<file path="src/hdl/hed_pkg.sv">
// ----------------------------------------------------------------------------
// hed_pkg
// Shared types, character codes and reference-name tables for the HTML
// entity decoder.
// ----------------------------------------------------------------------------
`default_nettype none

package hed_pkg;

  // held named prefix depth and bytes one request can produce
  localparam int PEND_DEPTH  = 5;
  localparam int JOB_BYTES   = 6;
  localparam int NAME_NUM    = 4;

  // job queue between front and back
  localparam int QUEUE_DEPTH = 4;
  localparam int QPW         = $clog2(QUEUE_DEPTH);

  // character codes
  localparam logic [7:0] CH_AMP   = 8'h26;
  localparam logic [7:0] CH_HASH  = 8'h23;
  localparam logic [7:0] CH_SEMI  = 8'h3B;
  localparam logic [7:0] CH_PLUS  = 8'h2B;
  localparam logic [7:0] CH_MINUS = 8'h2D;
  localparam logic [7:0] CH_ZERO  = 8'h30;
  localparam logic [7:0] CH_NINE  = 8'h39;
  localparam logic [7:0] CH_SPACE = 8'h20;
  localparam logic [7:0] CH_TAB   = 8'h09;
  localparam logic [7:0] CH_CR    = 8'h0D;

  // bytes to emit for one request, oldest in data[0]
  typedef struct packed {
    logic [JOB_BYTES-1:0][7:0] data;
    logic [2:0]                count;
    logic                      text_end;
  } job_t;

  // text of the named references: &amp; &quot; &lt; &gt;
  function automatic logic [7:0] name_byte(input logic [1:0] k, input logic [2:0] j);
    logic [7:0] b;
    b = 8'h00;
    case ({k, j})
      {2'd0, 3'd0}: b = CH_AMP;
      {2'd0, 3'd1}: b = 8'h61;
      {2'd0, 3'd2}: b = 8'h6D;
      {2'd0, 3'd3}: b = 8'h70;
      {2'd0, 3'd4}: b = CH_SEMI;
      {2'd1, 3'd0}: b = CH_AMP;
      {2'd1, 3'd1}: b = 8'h71;
      {2'd1, 3'd2}: b = 8'h75;
      {2'd1, 3'd3}: b = 8'h6F;
      {2'd1, 3'd4}: b = 8'h74;
      {2'd1, 3'd5}: b = CH_SEMI;
      {2'd2, 3'd0}: b = CH_AMP;
      {2'd2, 3'd1}: b = 8'h6C;
      {2'd2, 3'd2}: b = 8'h74;
      {2'd2, 3'd3}: b = CH_SEMI;
      {2'd3, 3'd0}: b = CH_AMP;
      {2'd3, 3'd1}: b = 8'h67;
      {2'd3, 3'd2}: b = 8'h74;
      {2'd3, 3'd3}: b = CH_SEMI;
      default:      b = 8'h00;
    endcase
    return b;
  endfunction

  function automatic logic [2:0] name_len(input logic [1:0] k);
    logic [2:0] n;
    case (k)
      2'd0:    n = 3'd5;
      2'd1:    n = 3'd6;
      default: n = 3'd4;
    endcase
    return n;
  endfunction

  function automatic logic [7:0] name_char(input logic [1:0] k);
    logic [7:0] b;
    case (k)
      2'd0:    b = CH_AMP;
      2'd1:    b = 8'h22;
      2'd2:    b = 8'h3C;
      default: b = 8'h3E;
    endcase
    return b;
  endfunction

endpackage

`default_nettype wire

</file>
<file path="src/hdl/hed_front.sv">
// ----------------------------------------------------------------------------
// hed_front
// Scans each input byte against the named and numeric reference rules and
// turns it into a job: the list of bytes to emit and the end-of-text flag.
// ----------------------------------------------------------------------------
`default_nettype none

module hed_front #(
  parameter int MAX_DIGITS = 5
) (
  input  wire logic          clk,
  input  wire logic          rst,
  input  wire logic          accept,
  input  wire logic [7:0]    in_byte,
  input  wire logic          end_of_text,
  output hed_pkg::job_t      job,
  output logic               job_push
);

  localparam int DCW = $clog2(MAX_DIGITS + 1);

  // decoder modes
  localparam logic [1:0] MODE_PLAIN  = 2'd0;
  localparam logic [1:0] MODE_NAMED  = 2'd1;
  localparam logic [1:0] MODE_DIGITS = 2'd2;

  // numeric field scan phases
  localparam logic [1:0] PH_WS   = 2'd0;
  localparam logic [1:0] PH_SIGN = 2'd1;
  localparam logic [1:0] PH_DIG  = 2'd2;
  localparam logic [1:0] PH_BAD  = 2'd3;

  logic [1:0]     mode, mode_next;
  logic [7:0]     pend [hed_pkg::PEND_DEPTH];
  logic [7:0]     pend_next [hed_pkg::PEND_DEPTH];
  logic [2:0]     cnt, cnt_next;
  logic [DCW-1:0] dig, dig_next;
  logic [1:0]     phase, phase_next;
  logic           neg, neg_next;
  logic [7:0]     val, val_next;

  logic [1:0]     eff_mode;
  logic [2:0]     eff_cnt, eff_len;
  logic [7:0]     cand [hed_pkg::JOB_BYTES];
  logic [hed_pkg::NAME_NUM-1:0] pm;
  logic           any_full;
  logic [7:0]     full_char;
  logic           is_digit, is_ws;
  logic           fld_ok;
  logic [7:0]     fld_byte;
  logic [7:0]     jb [hed_pkg::JOB_BYTES];
  logic [2:0]     jc;

  // sanitize mode, bad states fall back to plain text
  always_comb begin
    eff_mode = MODE_PLAIN;
    if (mode == MODE_NAMED && cnt != 3'd0 && cnt <= 3'(hed_pkg::PEND_DEPTH)) begin
      eff_mode = MODE_NAMED;
    end else if (mode == MODE_DIGITS) begin
      eff_mode = MODE_DIGITS;
    end
    eff_cnt = (eff_mode == MODE_NAMED) ? cnt : 3'd0;
    eff_len = eff_cnt + 3'd1;
  end

  // candidate string: held prefix followed by the new byte
  always_comb begin
    for (int j = 0; j < hed_pkg::PEND_DEPTH; j++) begin
      cand[j] = (3'(j) < eff_cnt) ? pend[j] : in_byte;
    end
    cand[hed_pkg::PEND_DEPTH] = in_byte;
  end

  // prefix and full match against each named reference
  always_comb begin
    any_full  = 1'b0;
    full_char = 8'h00;
    for (int k = 0; k < hed_pkg::NAME_NUM; k++) begin
      pm[k] = (eff_len <= hed_pkg::name_len(2'(k)));
      for (int j = 0; j < hed_pkg::JOB_BYTES; j++) begin
        if (3'(j) < eff_len && cand[j] != hed_pkg::name_byte(2'(k), 3'(j))) begin
          pm[k] = 1'b0;
        end
      end
      if (pm[k] && eff_len == hed_pkg::name_len(2'(k))) begin
        any_full  = 1'b1;
        full_char = hed_pkg::name_char(2'(k));
      end
    end
  end

  // character classes
  assign is_digit = (in_byte >= hed_pkg::CH_ZERO) && (in_byte <= hed_pkg::CH_NINE);
  assign is_ws    = (in_byte == hed_pkg::CH_SPACE) ||
                    ((in_byte >= hed_pkg::CH_TAB) && (in_byte <= hed_pkg::CH_CR));

  // field result from the collected state
  assign fld_ok   = (phase == PH_DIG);
  assign fld_byte = neg ? (8'd0 - val) : val;

  // next state and job contents
  always_comb begin
    mode_next  = mode;
    pend_next  = pend;
    cnt_next   = cnt;
    dig_next   = dig;
    phase_next = phase;
    neg_next   = neg;
    val_next   = val;
    jb         = cand;
    jc         = 3'd0;

    case (eff_mode)
      MODE_NAMED: begin
        if (any_full) begin
          jb[0]     = full_char;
          jc        = 3'd1;
          mode_next = MODE_PLAIN;
          cnt_next  = 3'd0;
          dig_next  = '0;
        end else if ((|pm) && eff_cnt < 3'(hed_pkg::PEND_DEPTH)) begin
          for (int j = 0; j < hed_pkg::PEND_DEPTH; j++) begin
            if (3'(j) == eff_cnt) begin
              pend_next[j] = in_byte;
            end
          end
          cnt_next = eff_len;
        end else if (eff_cnt == 3'd1 && in_byte == hed_pkg::CH_HASH) begin
          mode_next  = MODE_DIGITS;
          cnt_next   = 3'd0;
          dig_next   = '0;
          phase_next = PH_WS;
          neg_next   = 1'b0;
          val_next   = 8'd0;
        end else begin
          // mismatch: release held bytes, then rescan the new one
          dig_next = '0;
          if (in_byte == hed_pkg::CH_AMP) begin
            pend_next[0] = hed_pkg::CH_AMP;
            cnt_next     = 3'd1;
            mode_next    = MODE_NAMED;
            jc           = eff_cnt;
          end else begin
            cnt_next  = 3'd0;
            mode_next = MODE_PLAIN;
            jc        = eff_len;
          end
        end
      end
      MODE_DIGITS: begin
        if (in_byte == hed_pkg::CH_SEMI || dig >= DCW'(MAX_DIGITS)) begin
          if (fld_ok) begin
            jb[0] = fld_byte;
            jc    = 3'd1;
          end
          mode_next = MODE_PLAIN;
          cnt_next  = 3'd0;
          dig_next  = '0;
        end else begin
          dig_next = dig + DCW'(1);
          if (is_digit) begin
            val_next = {val[4:0], 3'b000} + {val[6:0], 1'b0} + {4'd0, in_byte[3:0]};
          end
          case (phase)
            PH_WS: begin
              if (is_ws) begin
                phase_next = PH_WS;
              end else if (in_byte == hed_pkg::CH_PLUS) begin
                phase_next = PH_SIGN;
              end else if (in_byte == hed_pkg::CH_MINUS) begin
                phase_next = PH_SIGN;
                neg_next   = 1'b1;
              end else if (is_digit) begin
                phase_next = PH_DIG;
              end else begin
                phase_next = PH_BAD;
              end
            end
            PH_SIGN, PH_DIG: begin
              phase_next = is_digit ? PH_DIG : PH_BAD;
            end
            default: begin
              phase_next = PH_BAD;
            end
          endcase
        end
      end
      default: begin
        cnt_next = 3'd0;
        dig_next = '0;
        if (in_byte == hed_pkg::CH_AMP) begin
          pend_next[0] = hed_pkg::CH_AMP;
          cnt_next     = 3'd1;
          mode_next    = MODE_NAMED;
        end else begin
          jc        = 3'd1;
          mode_next = MODE_PLAIN;
        end
      end
    endcase

    // end of text flushes a held prefix or closes an open numeric field
    if (end_of_text) begin
      if (mode_next == MODE_NAMED) begin
        jb = cand;
        jc = eff_len;
      end else if (mode_next == MODE_DIGITS) begin
        if (phase_next == PH_DIG) begin
          jb[0] = neg_next ? (8'd0 - val_next) : val_next;
          jc    = 3'd1;
        end
      end
      mode_next = MODE_PLAIN;
      cnt_next  = 3'd0;
      dig_next  = '0;
    end
  end

  // job out to the queue
  always_comb begin
    for (int j = 0; j < hed_pkg::JOB_BYTES; j++) begin
      job.data[j] = jb[j];
    end
    job.count    = jc;
    job.text_end = end_of_text;
    job_push     = accept && (jc != 3'd0 || end_of_text);
  end

  // control state
  always_ff @(posedge clk) begin
    if (rst) begin
      mode  <= MODE_PLAIN;
      cnt   <= 3'd0;
      dig   <= '0;
      phase <= PH_WS;
      neg   <= 1'b0;
      val   <= 8'd0;
    end else if (accept) begin
      mode  <= mode_next;
      cnt   <= cnt_next;
      dig   <= dig_next;
      phase <= phase_next;
      neg   <= neg_next;
      val   <= val_next;
    end
  end

  // held prefix bytes
  always_ff @(posedge clk) begin
    if (accept) begin
      pend <= pend_next;
    end
  end

endmodule

`default_nettype wire

</file>
<file path="src/hdl/hed_queue.sv">
// ----------------------------------------------------------------------------
// hed_queue
// Short job queue that decouples the scanning front from the emitting back.
// ----------------------------------------------------------------------------
`default_nettype none

module hed_queue (
  input  wire logic          clk,
  input  wire logic          rst,
  input  wire logic          push,
  input  wire hed_pkg::job_t push_job,
  input  wire logic          deq,
  output hed_pkg::job_t      head,
  output logic               head_valid,
  output logic               full
);

  hed_pkg::job_t            store [hed_pkg::QUEUE_DEPTH];
  logic [hed_pkg::QPW-1:0]  wr_ptr;
  logic [hed_pkg::QPW-1:0]  rd_ptr;
  logic [hed_pkg::QPW:0]    count;
  logic                     do_push;
  logic                     do_deq;

  assign full       = (count == (hed_pkg::QPW + 1)'(hed_pkg::QUEUE_DEPTH));
  assign head_valid = (count != '0);
  assign head       = store[rd_ptr];
  assign do_push    = push && !full;
  assign do_deq     = deq && head_valid;

  // pointers and fill level
  always_ff @(posedge clk) begin
    if (rst) begin
      wr_ptr <= '0;
      rd_ptr <= '0;
      count  <= '0;
    end else begin
      if (do_push) begin
        wr_ptr <= wr_ptr + hed_pkg::QPW'(1);
      end
      if (do_deq) begin
        rd_ptr <= rd_ptr + hed_pkg::QPW'(1);
      end
      if (do_push && !do_deq) begin
        count <= count + (hed_pkg::QPW + 1)'(1);
      end else if (do_deq && !do_push) begin
        count <= count - (hed_pkg::QPW + 1)'(1);
      end
    end
  end

  // job storage
  always_ff @(posedge clk) begin
    if (do_push) begin
      store[wr_ptr] <= push_job;
    end
  end

endmodule

`default_nettype wire

</file>
<file path="src/hdl/hed_back.sv">
// ----------------------------------------------------------------------------
// hed_back
// Walks the head job one byte per cycle, when not held by a waiting result,
// into the result register; marks each request's and the text's last result.
// ----------------------------------------------------------------------------
`default_nettype none

module hed_back (
  input  wire logic          clk,
  input  wire logic          rst,
  input  wire hed_pkg::job_t head,
  input  wire logic          head_valid,
  output logic               deq,
  input  wire logic          pop,
  output logic               empty,
  output logic [7:0]         out_byte,
  output logic               byte_valid,
  output logic               run_last,
  output logic               text_done
);

  logic       out_full;
  logic [2:0] idx;
  logic       load;
  logic       last;

  assign load  = head_valid && (!out_full || pop);
  assign last  = (head.count == 3'd0) || (idx == head.count - 3'd1);
  assign deq   = load && last;
  assign empty = !out_full;

  // result valid and byte index
  always_ff @(posedge clk) begin
    if (rst) begin
      out_full <= 1'b0;
      idx      <= 3'd0;
    end else begin
      if (load) begin
        out_full <= 1'b1;
        idx      <= last ? 3'd0 : idx + 3'd1;
      end else if (pop) begin
        out_full <= 1'b0;
      end
    end
  end

  // result payload
  always_ff @(posedge clk) begin
    if (load) begin
      if (head.count == 3'd0) begin
        out_byte   <= 8'd0;
        byte_valid <= 1'b0;
        run_last   <= 1'b1;
        text_done  <= 1'b1;
      end else begin
        out_byte   <= head.data[idx];
        byte_valid <= 1'b1;
        run_last   <= last;
        text_done  <= last && head.text_end;
      end
    end
  end

endmodule

`default_nettype wire

</file>
<file path="src/hdl/html_entity_decoder_unit.sv">
// With the result side idle, a taken request is written into the job queue and
// then loaded into the result register, which drives its first result.
// Throughput: one input byte per cycle while full is low; results leave the
// back one per cycle while popped; each request holds it to its last result.
// A four-entry job queue absorbs bursts before full is raised.
// Reset: synchronous, clears decode state, job queue and result register.
// ----------------------------------------------------------------------------
// html_entity_decoder_unit
// Streaming decoder for &amp; &quot; &lt; &gt; and numeric references.
// ----------------------------------------------------------------------------
`default_nettype none

module html_entity_decoder_unit #(
  parameter int MAX_DIGITS = 5
) (
  input  wire logic       clk,
  input  wire logic       rst,
  input  wire logic [7:0] in_byte,
  input  wire logic       end_of_text,
  input  wire logic       push,
  output logic            full,
  output logic [7:0]      out_byte,
  output logic            byte_valid,
  output logic            run_last,
  output logic            text_done,
  output logic            empty,
  input  wire logic       pop
);

  hed_pkg::job_t front_job;
  hed_pkg::job_t head;
  logic          accept;
  logic          job_push;
  logic          head_valid;
  logic          deq;

  assign accept = push && !full;

  // scan and classify
  hed_front #(
    .MAX_DIGITS (MAX_DIGITS)
  ) u_front (
    .clk         (clk),
    .rst         (rst),
    .accept      (accept),
    .in_byte     (in_byte),
    .end_of_text (end_of_text),
    .job         (front_job),
    .job_push    (job_push)
  );

  // decoupling queue
  hed_queue u_queue (
    .clk        (clk),
    .rst        (rst),
    .push       (job_push),
    .push_job   (front_job),
    .deq        (deq),
    .head       (head),
    .head_valid (head_valid),
    .full       (full)
  );

  // emit results
  hed_back u_back (
    .clk        (clk),
    .rst        (rst),
    .head       (head),
    .head_valid (head_valid),
    .deq        (deq),
    .pop        (pop),
    .empty      (empty),
    .out_byte   (out_byte),
    .byte_valid (byte_valid),
    .run_last   (run_last),
    .text_done  (text_done)
  );

endmodule

`default_nettype wire

</file>
<file path="config.mk">
export PLATFORM = sky130hd
export DESIGN_NAME = html_entity_decoder_unit
export DESIGN_NICKNAME = d
export VERILOG_FILES = /design/src/hdl/hed_pkg.sv /design/src/hdl/hed_front.sv /design/src/hdl/hed_queue.sv /design/src/hdl/hed_back.sv /design/src/hdl/html_entity_decoder_unit.sv
export SDC_FILE = /design/constraint.sdc
export NUM_CORES = 1
export LEC_CHECK = 0
export BUFFER_PORTS_ARGS = -buffer_cell sky130_fd_sc_hd__buf_2
export CAP_MARGIN = 30
export CORE_MARGIN = 2
export CORE_UTILIZATION = 45
export DETAILED_ROUTE_END_ITERATION = 12
export PLACE_DENSITY = 0.6
export SKIP_LAST_GASP = 1
export SLEW_MARGIN = 10
export SYNTH_ARGS = -nofsm -noshare
export SYNTH_HDL_FRONTEND = slang
export SYNTH_HIERARCHICAL = 1
export SYNTH_SLANG_ARGS = --single-unit
</file>
<file path="constraint.sdc">
create_clock -name clk -period 11.5 [get_ports clk]
set_clock_uncertainty 0.2 [all_clocks]
set_input_delay 1.725 -clock clk [delete_from_list [all_inputs] [get_ports clk]]
set_output_delay 1.725 -clock clk [all_outputs]
set_load 0.05 [all_outputs]
</file>
==> results of run 1 <==
-- per-layer routing --
layer / track usage [%] / part of all wire, % / up-vias
met1: 30.2 / 45 / 4377
met3: 3.19 / 6.2 / 71
met5: 0 / 0 / -
li1: - / - / 4027
met4: 5.52 / 2.9 / 0
met2: 32.7 / 46 / 308
-- worst paths after layout --
path | slack (ps) | end | cells after the start
setup / recovery | 5310 | u_queue/count[2] | 19
hold / removal | 320 | u_front/dig[0] | 1
setup reg to reg | 5310 | u_queue/count[2] | 19
hold reg to reg | 320 | u_front/dig[0] | 1
-- sequential cells by signal (all words and copies together) (netlist names), named ones only --
name	count
u_back/byte_valid	1
u_back/idx	3
u_back/out_byte	8
u_back/out_full	1
u_back/run_last	1
u_back/text_done	1
u_front/cnt	3
u_front/dig	3
u_front/mode	2
u_front/neg	1
u_front/pend	40
u_front/phase	2
u_front/val	8
u_queue/count	3
u_queue/rd_ptr	2
u_queue/store	208
u_queue/wr_ptr	2
-- kinds of logic after synthesis --
group	count (synthesis)	share of synthesized area [%]
AND/OR/NAND/NOR	308	11.6
flip-flops	291	58.9
buffers and inverters	101	3.82
adder cells (fa/ha/maj)	29	2.70
AO/OA/AOI/OAI	171	8.87
XOR/XNOR	28	1.85
multiplexers	95	12.2
-- area by class of cell --
cell class | count | area [µm²] | area share, %
Timing Repair Buffer | 42 | 248 | 1.58
Inverter | 37 | 139 | 0.885
Multi-Input combinational cell | 631 | 5330 | 33.9
Tap cell | 402 | 503 | 3.21
Clock inverter | 24 | 259 | 1.65
Clock buffer | 34 | 787 | 5.02
Sequential cell | 291 | 8420 | 53.7
Antenna cell | 1 | 2.50 | 0.0160
-- power by group --
group	total [mW]	leakage (nW)	internal [mW]	switching (mW)
sequential	1.38	2.63	1.31	0.0661
combinational	0.667	2.02	0.269	0.398
clock	1.02	0.516	0.607	0.411
total	3.06	5.16	2.19	0.876
-- through the flow --
stage	power (mW)	std cells	cell area, µm²	setup slack, ps	hold WS (ps)
3_3_place_gp	2.07	1401	14600	5140	301
4_1_cts	3.10	1461	15700	5370	317
3_5_place_dp	2.08	1403	14600	5000	303
2_1_floorplan	1.92	1023	14300	5610	274
5_1_grt	3.20	1461	15700	4860	339
6_report	3.06	1462	15700	5310	318
-- synth_stat cells (all sizes together), types with 4 or more instances --
cell    count  area share [%]
edfxtp    259              54
nand2      96             2.5
mux4       60             9.5
nor2       57             1.5
inv        37            0.97
buf        34             2.1
dfxtp      32             4.5
clkbuf     30            0.79
a21oi      27            0.95
ha         26             2.3
mux2       25             2.0
o21ai      25            0.90
nand3      23            0.81
nand2b     20            0.88
xnor2      16             1.1
a211oi     15            0.91
a22oi      14            0.74
nor4       13            0.61
nand4      12            0.53
nor2b      12            0.58
o211ai     12            0.63
xor2       12            0.74
a31oi      11            0.48
nor3       11            0.39
mux2i      10            0.70
and3        9            0.46
or3         9            0.46
and2        8            0.35
o31ai       8            0.49
a21o        6            0.32
a32o        6            0.42
nand3b      6            0.32
nand4b      6            0.37
nor4b       6            0.37
o22ai       4            0.18
or3b        4            0.25
-- layout by cell type, fill, tap and decap left out, drive strengths merged, types with 10 or more instances in the layout --
| cell | instances |
|---|---|
| a211oi | 15 |
| a21oi | 27 |
| a22oi | 14 |
| a31oi | 11 |
| buf | 42 |
| clkbuf | 34 |
| clkinv | 16 |
| dfxtp | 32 |
| edfxtp | 259 |
| ha | 26 |
| inv | 39 |
| mux2 | 25 |
| mux2i | 10 |
| mux4 | 60 |
| nand2 | 96 |
| nand2b | 20 |
| nand3 | 23 |
| nand4 | 12 |
| nor2 | 57 |
| nor2b | 12 |
| nor3 | 11 |
| nor4 | 13 |
| o211ai | 12 |
| o21ai | 25 |
| xnor2 | 16 |
| xor2 | 12 |
-- worst max-delay path, cell delays in order (launching register included) --
cell and delay (ps):
dfxtp_1 390, nor2b_1 690, nand3_1 350, inv_1 280, ha_1 500, o21ai_0 300
o311a_1 330, nor4_2 90, a211oi_4 450, nor2_1 170, o31ai_1 400, o31a_1 230
inv_1 80, nor2_1 300, ha_1 240, inv_1 70, fa_1 430, xor2_1 180
or3_1 300, a21oi_1 130
==> impl_metrics.csv, run 1 <==
group,metric,value,unit
outcome,status,"completed",
yosys,netlist_instances,1023,
min_path,hp-class,"reg2reg",
yosys,synth-main-ff-cell,"edfxtp_1",
floorplan,num_rows,65,
global_route,grt_pass1_vias,8652,
drt,ant_nets,0,
floorplan,die_h,182,µm
sta,min_period,6190,ps
critical_path,critPathArrivalTime,6480,ps
sta,setup_tns,0,ps
drt,routed_wl,34100,µm
power,leakagePower,5.16,nW
finish,final_nets,1076,
min_path,hp-start,"u_front/dig[0]",
yosys,ys_ff_latch,291,
clock_network,cts_tree,"done",
yosys,ys_async_sr_fraction,0,%
floorplan,fp.dieW,182,µm
critical_path,cp_max_fo,15,
clock_network,cts_hold_buf,0,
global_route,track_usage,20.7,%
power,peakVddDrop,0.000119,V
placement,dp_hpwl,22700,µm
sta,period_share,53.8,%
finish,final_util,50.0,%
drt,wire_per_inst,23.3,µm
power,power_density,195,mW/mm²
clock_network,clk_path_buf_depth,3,
sta,tightestPinTransition,921,ps
global_route,grt-ovfl-total,0,
critical_path,cp.required,11790,ps
clock_network,clk_latency,570,ps
yosys,synth_edf_count,259,
floorplan,die-area,0.0332,mm²
yosys,synth_seq_area_share,58.9,%
yosys,syn-num-nets,1065,
floorplan,core,0.0314,mm²
critical_path,timing.rr.start,"u_front/mode[0]",
clock_network,cts_sinks,291,
drt,drt-pass1-iter-count,5,
job,cap_violations,0,
global_route,grt_pass1_wl,52500,µm
placement,routabilityCongestion,0.934,
yosys,ys_types,94,
clock_network,cts_buffers,31,
clock_network,htree_num_levels,1,
drt,routed-via-count,8783,
clock_network,cts_resized,0,
clock_network,clk_pin_slew,60,ps
drt,viasPerCell,6.01,
critical_path,critical_path_class,"reg2reg",
sta,max_freq,162,MHz
placement,io_buffers,25,
floorplan,ios,26,
finish,areaGrowthSynthToFinish,9.82,%
floorplan,start_util,45.5,%
drt,drc,0,
finish,final_layout_size_suffix_gt1_share,19.4,%
critical_path,startpoint_type,"register",
drt,drtIter0Drc,837,
critical_path,cp-end-kind,"register",
global_route,grt_antenna_before_repair,1,
critical_path,crit_start,"u_front/mode[0]",
sta,hold_viol,0,
global_route,grt_max_degree,53,
finish,n_fill_cell,2714,
yosys,syn_area_per_cell,14.0,µm²
sta,maxSlewHeadroom,38.6,%
yosys,synthesis.area,0.0143,mm²
sta,grt_setup_unrepaired,"no",
sta,finalSetupViolations,0,
clock_network,cts_root_buffer,"clkbuf_16",
yosys,yosysWarningCount,6,
sta,slew_violations,0,
clock_network,post_cts_buffers,0,
Power figures use the tool's default switching activity.
==> run 2: changes to the inputs <==
Clock period 11.5 ns to 6.2 ns, I/O delays scaled along.
==> impl_metrics.csv, run 2 (synthesis results as in run 1) <==
group,metric,value,unit
outcome,status,"completed",
critical_path,startpoint_type,"register",
global_route,grt_antenna_before_repair,1,
sta,slew_violations,0,
floorplan,start_util,45.5,%
drt,drtIter0Drc,826,
sta,maxSlewHeadroom,36.8,%
clock_network,cts_sinks,291,
global_route,grt-ovfl-total,0,
finish,final_util,50.0,%
critical_path,critical_path_class,"reg2reg",
sta,min_period,5610,ps
floorplan,num_rows,65,
finish,final_cell_mix,"259 x edfxtp_1, 96 x nand2_1, 59 x mux4_2",
finish,antenna_cells,0,
clock_network,cts_tree,"done",
placement,dp_hpwl,24100,µm
clock_network,clk_latency,580,ps
clock_network,cts_buffers,31,
critical_path,cp.required,6510,ps
drt,ant_nets,0,
finish,largest_reg_flops,208,
sta,tightestPinTransition,938,ps
floorplan,die-area,0.0332,mm²
clock_network,cts_hold_buf,0,
critical_path,cp-end-kind,"register",
drt,viasPerCell,6.05,
floorplan,fp.dieW,182,µm
finish,n_fill_cell,2711,
drt,routed-via-count,8907,
power,power.total,5.57,mW
placement,routabilityCongestion,0.979,
critical_path,critPathArrivalTime,5920,ps
placement,io_buffers,25,
clock_network,post_cts_buffers,0,
finish,areaGrowthSynthToFinish,9.99,%
finish,final_common_cell,"edfxtp_1",
global_route,grt_pass1_wl,54300,µm
sta,setup_tns,0,ps
global_route,grt_pass1_vias,8798,
drt,wire_per_inst,24.0,µm
job,cap_violations,0,
finish,final_layout_size_suffix_gt1_share,19.7,%
global_route,grt_max_degree,53,
global_route,track_usage,21.5,%
finish,reg_top3,"u_queue/store (208), u_front/pend (40)",
sta,max_freq,178,MHz
floorplan,core,0.0314,mm²
sta,finalSetupViolations,0,
finish,top_register,"u_queue/store",
min_path,hp-class,"reg2reg",
sta,hold_viol,0,
sta,period_share,90.5,%
drt,drc,0,
floorplan,ios,26,
drt,routed_wl,35400,µm
power,peakVddDrop,0.000268,V
floorplan,die_h,182,µm
clock_network,cts_resized,0,
power,power_density,355,mW/mm²
clock_network,htree_num_levels,1,
clock_network,cts_root_buffer,"clkbuf_16",
sta,grt_setup_unrepaired,"no",
drt,drt-pass1-iter-count,5,
critical_path,cp_max_fo,15,
finish,final_nets,1088,
power,leakagePower,5.17,nW
clock_network,clk_pin_slew,60,ps
clock_network,clk_path_buf_depth,3,
## run 2: cell types whose count changed in the layout (fill, tap and decap cells not counted), sizes merged
| cell | before | now |
|---|---|---|
| buf | 42 | 54 |
| bufinv | 5 | 2 |
| clkbuf | 34 | 42 |
| clkinv | 16 | 11 |
| diode | 1 | 0 |
## run 2: final cells by class
type / instances / area (µm²) / share of cell area (%)
multi-input combinational: 631 / 5330 / 33.9
tap: 402 / 503 / 3.20
sequential: 291 / 8420 / 53.6
timing repair buffer: 54 / 355 / 2.26
clock buffer: 42 / 817 / 5.20
clock inverter: 16 / 148 / 0.940
inverter: 37 / 139 / 0.884
## run 2: report_power, final
group / internal, mW / switching, mW / leakage (nW)
Sequential: 2.43 / 0.115 / 2.63
Clock: 1.01 / 0.754 / 0.467
Combinational: 0.508 / 0.754 / 2.08
## run 2: per-layer routing
layer / wire (µm) / vias up / share of wire [%] / track usage [%]
li1: - / 4038 / - / -
met1: 15800 / 4511 / 45 / 30.7
met2: 16400 / 290 / 46 / 34.5
met3: 2130 / 68 / 6.0 / 3.23
met4: 1010 / 0 / 2.9 / 6.00
met5: 0 / - / 0 / 0
## run 2: path summary, 6_finish.rpt
path / start / to / slack [ps] / cells after the start
worst max register to register: u_front/cnt[2] / u_queue/count[2] / 590 / 20
worst min-delay path: u_front/dig[0] / u_front/dig[0] / 310 / 1
worst min register to register: u_front/dig[0] / u_front/dig[0] / 310 / 1
worst max-delay path: u_front/cnt[2] / u_queue/count[2] / 590 / 20
## run 2: through the flow
step                instances  worst slack, ps  cell area [µm²]  hold slack, ps
finish                   1473              591            15700             314
CTS                      1472              658            15700             315
floorplan                1023             1100            14300             274
detailed placement       1414              567            14700             307
global placement         1414              670            14700             302
global route             1473              151            15700             350
## run 2: critical path, cell delays in order, from the launching register on
cell	delay, ps
dfxtp_1	610
nor2b_1	160
nand3_1	230
inv_1	160
ha_1	360
buf_4	210
nand2_1	110
a21boi_0	390
nor4_2	100
a211oi_4	470
nor2_1	180
o31ai_1	440
o31a_1	200
inv_1	60
nor2_1	290
ha_1	250
inv_1	70
fa_1	430
xor2_1	180
or3_1	310
a21oi_1	140
